## src/rtl/core/assert_macros.svh

```systemverilog
// ---------------------------------------------------------------------------
// assert_macros.svh
// shared concurrent assertion macros, empty when SYNTHESIS is defined
// ---------------------------------------------------------------------------
`ifndef ASSERT_MACROS_SVH
`define ASSERT_MACROS_SVH

`ifndef SYNTHESIS

// expr must never hold
`define ASSERT_NEVER(label, clk, rst_n, expr) \
  label: assert property (@(posedge clk) disable iff (!rst_n) !(expr)) \
    else $error("assertion failed");

// cons must hold in the same cycle as ante
`define ASSERT_IMPLY(label, clk, rst_n, ante, cons) \
  label: assert property (@(posedge clk) disable iff (!rst_n) (ante) |-> (cons)) \
    else $error("assertion failed");

// cons must hold in the cycle after ante
`define ASSERT_NEXT(label, clk, rst_n, ante, cons) \
  label: assert property (@(posedge clk) disable iff (!rst_n) (ante) |=> (cons)) \
    else $error("assertion failed");

`else

`define ASSERT_NEVER(label, clk, rst_n, expr)
`define ASSERT_IMPLY(label, clk, rst_n, ante, cons)
`define ASSERT_NEXT(label, clk, rst_n, ante, cons)

`endif

`endif

```

## src/rtl/core/lwkd_ram.sv

```systemverilog
// ---------------------------------------------------------------------------
// lwkd_ram
// simple dual port ram: one write port, one read port, registered read data
// ---------------------------------------------------------------------------
module lwkd_ram #(
  parameter int WIDTH = 8,
  parameter int DEPTH = 256
) (
  input  logic                     clk,
  input  logic                     we,
  input  logic [$clog2(DEPTH)-1:0] waddr,
  input  logic [WIDTH-1:0]         wdata,
  input  logic                     re,
  input  logic [$clog2(DEPTH)-1:0] raddr,
  output logic [WIDTH-1:0]         rdata
);

  logic [WIDTH-1:0] mem [DEPTH];

  always_ff @(posedge clk) begin
    if (we) begin
      mem[waddr] <= wdata;
    end
  end

  // read during write to the same address returns the old data
  always_ff @(posedge clk) begin
    if (re) begin
      rdata <= mem[raddr];
    end
  end

endmodule

```

## config.mk

```make
export PLATFORM = sky130hd
export DESIGN_NAME = lwkd_ram
export DESIGN_NICKNAME = d
export VERILOG_FILES = /design/src/rtl/core/assert_macros.svh /design/src/rtl/core/lwkd_ram.sv
export SDC_FILE = /design/constraint.sdc
export NUM_CORES = 2
export LEC_CHECK = 0
export BUFFER_PORTS_ARGS = -buffer_cell sky130_fd_sc_hd__buf_2
export CAP_MARGIN = 20
export CORE_MARGIN = 10
export CORE_UTILIZATION = 38
export CTS_BUF_LIST = sky130_fd_sc_hd__clkbuf_4
export DETAILED_ROUTE_END_ITERATION = 10
export GPL_TIMING_DRIVEN = 0
export MAX_ROUTING_LAYER = met4
export SYNTH_ARGS = -nofsm -noshare
export SYNTH_HDL_FRONTEND = slang
export SYNTH_SLANG_ARGS = --single-unit
export TNS_END_PERCENT = 30
```

## constraint.sdc

```tcl
create_clock -name clk -period 3 [get_ports clk]
set_clock_uncertainty 0.15 [all_clocks]
set_input_delay 0.45 -clock clk [delete_from_list [all_inputs] [get_ports clk]]
set_output_delay 0.45 -clock clk [all_outputs]
set_load 0.02 [all_outputs]
```

Word level (Yosys, flattened, before mapping) --
Memories as Yosys holds them, arrays and structs flattened. A register that Yosys moved wholly into a read port is not among the register bits. Index checks and enable logic that the tools add are counted.
Operators by class: muxes and demuxes 2
Operators by type and width (count):
- $mux 1 | 2
Storage, ports and cells: RAM bits 2048, memories 1, logic and storage cells 3, bits in registers 0, output and inout port bits 8, input bits 27
Memories:
- mem | depth 256, bits a word 8, read ports 1, clocked after memory_dff 1, wr ports 1, line lwkd_ram.sv:18 | logic [WIDTH-1:0] mem [DEPTH];

Longest topological paths before layout --
depth after elaboration 2, gate-level depth with buffers 11, gate-level depth less buffers 6

Worst setup path after synthesis --
Ideal clock, no wire load.
path kind input to register, from in raddr[0], to reg rdata[2], read port of mem (data pin), path slack 324 ps, stages on the path 9, data required time 2581 ps, path buffers 4, arrival time 2257 ps, setup time 269 ps, cell sequence buf_6 -> buf_12 -> buf_8 -> buf_2 -> mux4_2 -> a22oi_1 -> a21oi_1 -> nor4_1 -> nor4_2
RTL lines:
- start, declared | line lwkd_ram.sv:14 | input logic [$clog2(DEPTH)-1:0] raddr,
- end, declared | line lwkd_ram.sv:15 | output logic [WIDTH-1:0] rdata

==> impl_metrics.csv <==
group,metric,value,unit
outcome,outcome,"finished with violations",
outcome,violations,"negative setup slack",
routing,drc,0,
grt,globalRouteOverflowTotal,0,
logic_synthesis,synth_common_cells,"edfxtp_1, mux4_2, nor2_1",
place,numPortBuffers,27,
logic_synthesis,synth_area_leaders,"edfxtp_1, mux4_2, mux2i_1",
logic_synthesis,ys_types,54,
sta,finalCriticalPeriod,3.34,ns
die,io_pins,35,
sta,hold_viol_final,0,
die,die_area,228000,um2
pwr,p_leak,28.7,nW
logic_synthesis,ys_async_sr_fraction,0,%
final_layout,drive_gt1_share,32.5,%
worst_setup_path,required,3.88,ns
sta,worstMarginPinSlew,1.15,ns
clocking,path_clk_slew,0.06,ns
routing,vias,44000,
worst_setup_path,cp_max_fo,10,
hold_path,hold_path_class,"input pin to flop",
worst_setup_path,critPathCaptureType,"flop",
routing,avgRoutedWirePerCell,33.4,um
worst_setup_path,r2r_end,"rdata[2]",
logic_synthesis,synth_flop_cell,"edfxtp_1",
pwr,vdd_drop_max,0.424,mV
final_layout,fillers,18100,
grt,antenna_found_initial,19,
grt,track_usage,22.1,%
routing,drt-vias-per-instance,5.84,
sta,fin_ws,-0.342,ns
logic_synthesis,synthCells,3733,
logic_synthesis,synth.ff_latch_count,2056,
die,die_h,478,um
routing,drt_wl_total,252000,um
routing,drt_iter0_drc,6140,
logic_synthesis,post-synth-top-area-fraction,77.5,%
logic_synthesis,synth_nets,3760,
place,globalplace.congestion,0.940,
sta,rsz0062_at_grt,"yes",
logic_synthesis,yosys_warnings,0,
clocking,worstSkewPairLatency,1.37,ns
sta,fin_crit_sh,111,%
place,dp_cells,6582,
final_layout,area_growth,14.6,%
worst_setup_path,crit_path_start_kind,"input pin",
logic_synthesis,ys_seq_area_share,77.5,%
worst_setup_path,reg2reg_depth,5,
clocking,root_buffer,"clkbuf_4",
logic_synthesis,syn_area,79600,um2
sta,setup_violations,9,
clocking,cts.path.max_buffers,4,
routing,firstDrtPassIters,9,
logic_synthesis,syn_avg_cell_area,21.3,um2
grt,grt_pass1_vias,43200,
final_layout,nets,4411,
die,die_w,478,um
worst_setup_path,reg2reg_from,"mem[71][2]",
place,dp_hpwl,166000,um
worst_setup_path,reg2reg_slack,-0.11,ns
clocking,cts_tree,"done",
logic_synthesis,yosys.area.top_type,"edfxtp_1",
job,drv_cap,0,
place,placed_area,84000,um2
clocking,h-tree-depth,6,
routing,ant_nets,0,
final_layout,fin_cells,7539,
grt,grt_pass1_wl,344000,um
sta,fmax,299,MHz
clocking,clock_sinks,2056,
worst_setup_path,setup.worst_path.end,"rdata[2]",
sta,maxSlewViolCount,0,
clocking,cts_made_buffers,551,
die,fp-row-count,167,
worst_setup_path,crit_start,"raddr[1]",
pwr,p_per_area,648,nW/um2
final_layout,finalInstanceArea,91300,um2
die,start_util,38.3,%
worst_setup_path,critPathArrivalTime,4.22,ns
logic_synthesis,synth_edf_count,2056,
worst_setup_path,critPathKind,"input pin to flop",
clocking,post-cts-setup-buffers,0,
die,core-area,208000,um2
sta,maxSlewHeadroom,23.5,%
logic_synthesis,synth_most_common_cell,"edfxtp_1",
grt,grt_max_degree,145,
[power by group]
part / switching (mW) / internal (mW) / leakage, nW / total (mW)
clock: 11.4 / 12.4 / 3.94 / 23.8
combinational: 2.48 / 1.11 / 6.32 / 3.59
sequential: 0.0181 / 31.7 / 18.5 / 31.7
[placed cells by master (no fill, tap or decap), types with 36 or more instances in the layout]
master	n
edfxtp_1	2056
mux2i_1	134
clkbuf_1	74
clkbuf_2	36
clkbuf_4	797
clkinv_1	78
a21oi_1	96
o221ai_1	46
nor2_1	279
mux4_2	454
a22oi_1	133
buf_2	55
[flip-flops by register name, indices dropped and copies added (netlist names)]
name	cells
rdata	8
mem	2048
[routing by layer]
layer,wire [um],part of all wire [%],global-route usage [%],vias to the layer above
met2,115000,46,32.4,2979
met3,29300,12,6.39,589
met5,0,0,-,-
met1,95000,38,28.3,23100
li1,-,-,-,17400
met4,12400,4.9,10.5,0
[area by class of cell]
cell class                      instances  area [um2]  share of cell area, %
Antenna cell                           18        45.0                 0.0493
Buffer                                232        1550                   1.69
Clock buffer                          794        5960                   6.53
Clock inverter                        108         526                  0.576
Inverter                                2        7.51                0.00822
Multi-Input combinational cell       1442       16700                   18.3
Sequential cell                      2056       61700                   67.6
Tap cell                             2788        3490                   3.82
Timing Repair Buffer                   99        1280                   1.40
[through the flow]
step	setup WS [ns]	utilization (%)	setup TNS, ns	power [mW]	hold WS, ns
finish	-0.342	44.0	-1.31	59.1	0.0765
global placement	-2.92	40.1	-5174.58	35.7	0.755
detailed placement	-2.26	40.5	-957.17	35.7	0.739
floorplan	0.324	-	0	33.9	0.399
global route	-0.111	44.0	-0.130	61.1	0.0399
CTS	-0.0894	43.9	-0.179	59.3	0.00594
[kinds of logic after synthesis]
| family | Yosys count | share of synthesized area [%] |
|---|---|---|
| simple gates | 466 | 2.63 |
| compound gates | 385 | 3.42 |
| mux | 591 | 14.6 |
| buf+inv | 235 | 1.83 |
| flops | 2056 | 77.5 |
[worst max-delay path, stage by stage]
cell and delay, ns:
buf_2 0.22, buf_4 0.31, buf_2 0.49, clkbuf_1 0.84
mux4_2 0.38, a22oi_1 0.07, a21oi_1 0.52, nor3_1 0.24
nor4_2 0.64
[worst min path at each step]
| stage | cells after the start | startpoint | end |
|---|---|---|---|
| 4_1_cts | 3 | waddr[2] | mem[28][6] |
| 6_report | 2 | wdata[3] | mem[87][3] |
| 3_3_place_gp | 1 | rdata[7] | rdata[7] |
| 3_5_place_dp | 1 | wdata[2] | mem[214][2] |
| 2_1_floorplan | 0 | wdata[0] | mem[0][0] |
| 5_1_grt | 2 | wdata[3] | mem[87][3] |
[timing repair]
item,4_1_cts,5_1_grt
hold buffers,33,0
endpoints found under the hold margin,2427,0
gates resized for setup,65,12
setup endpoints to repair,8,8
(Power assumes the default switching activity.)
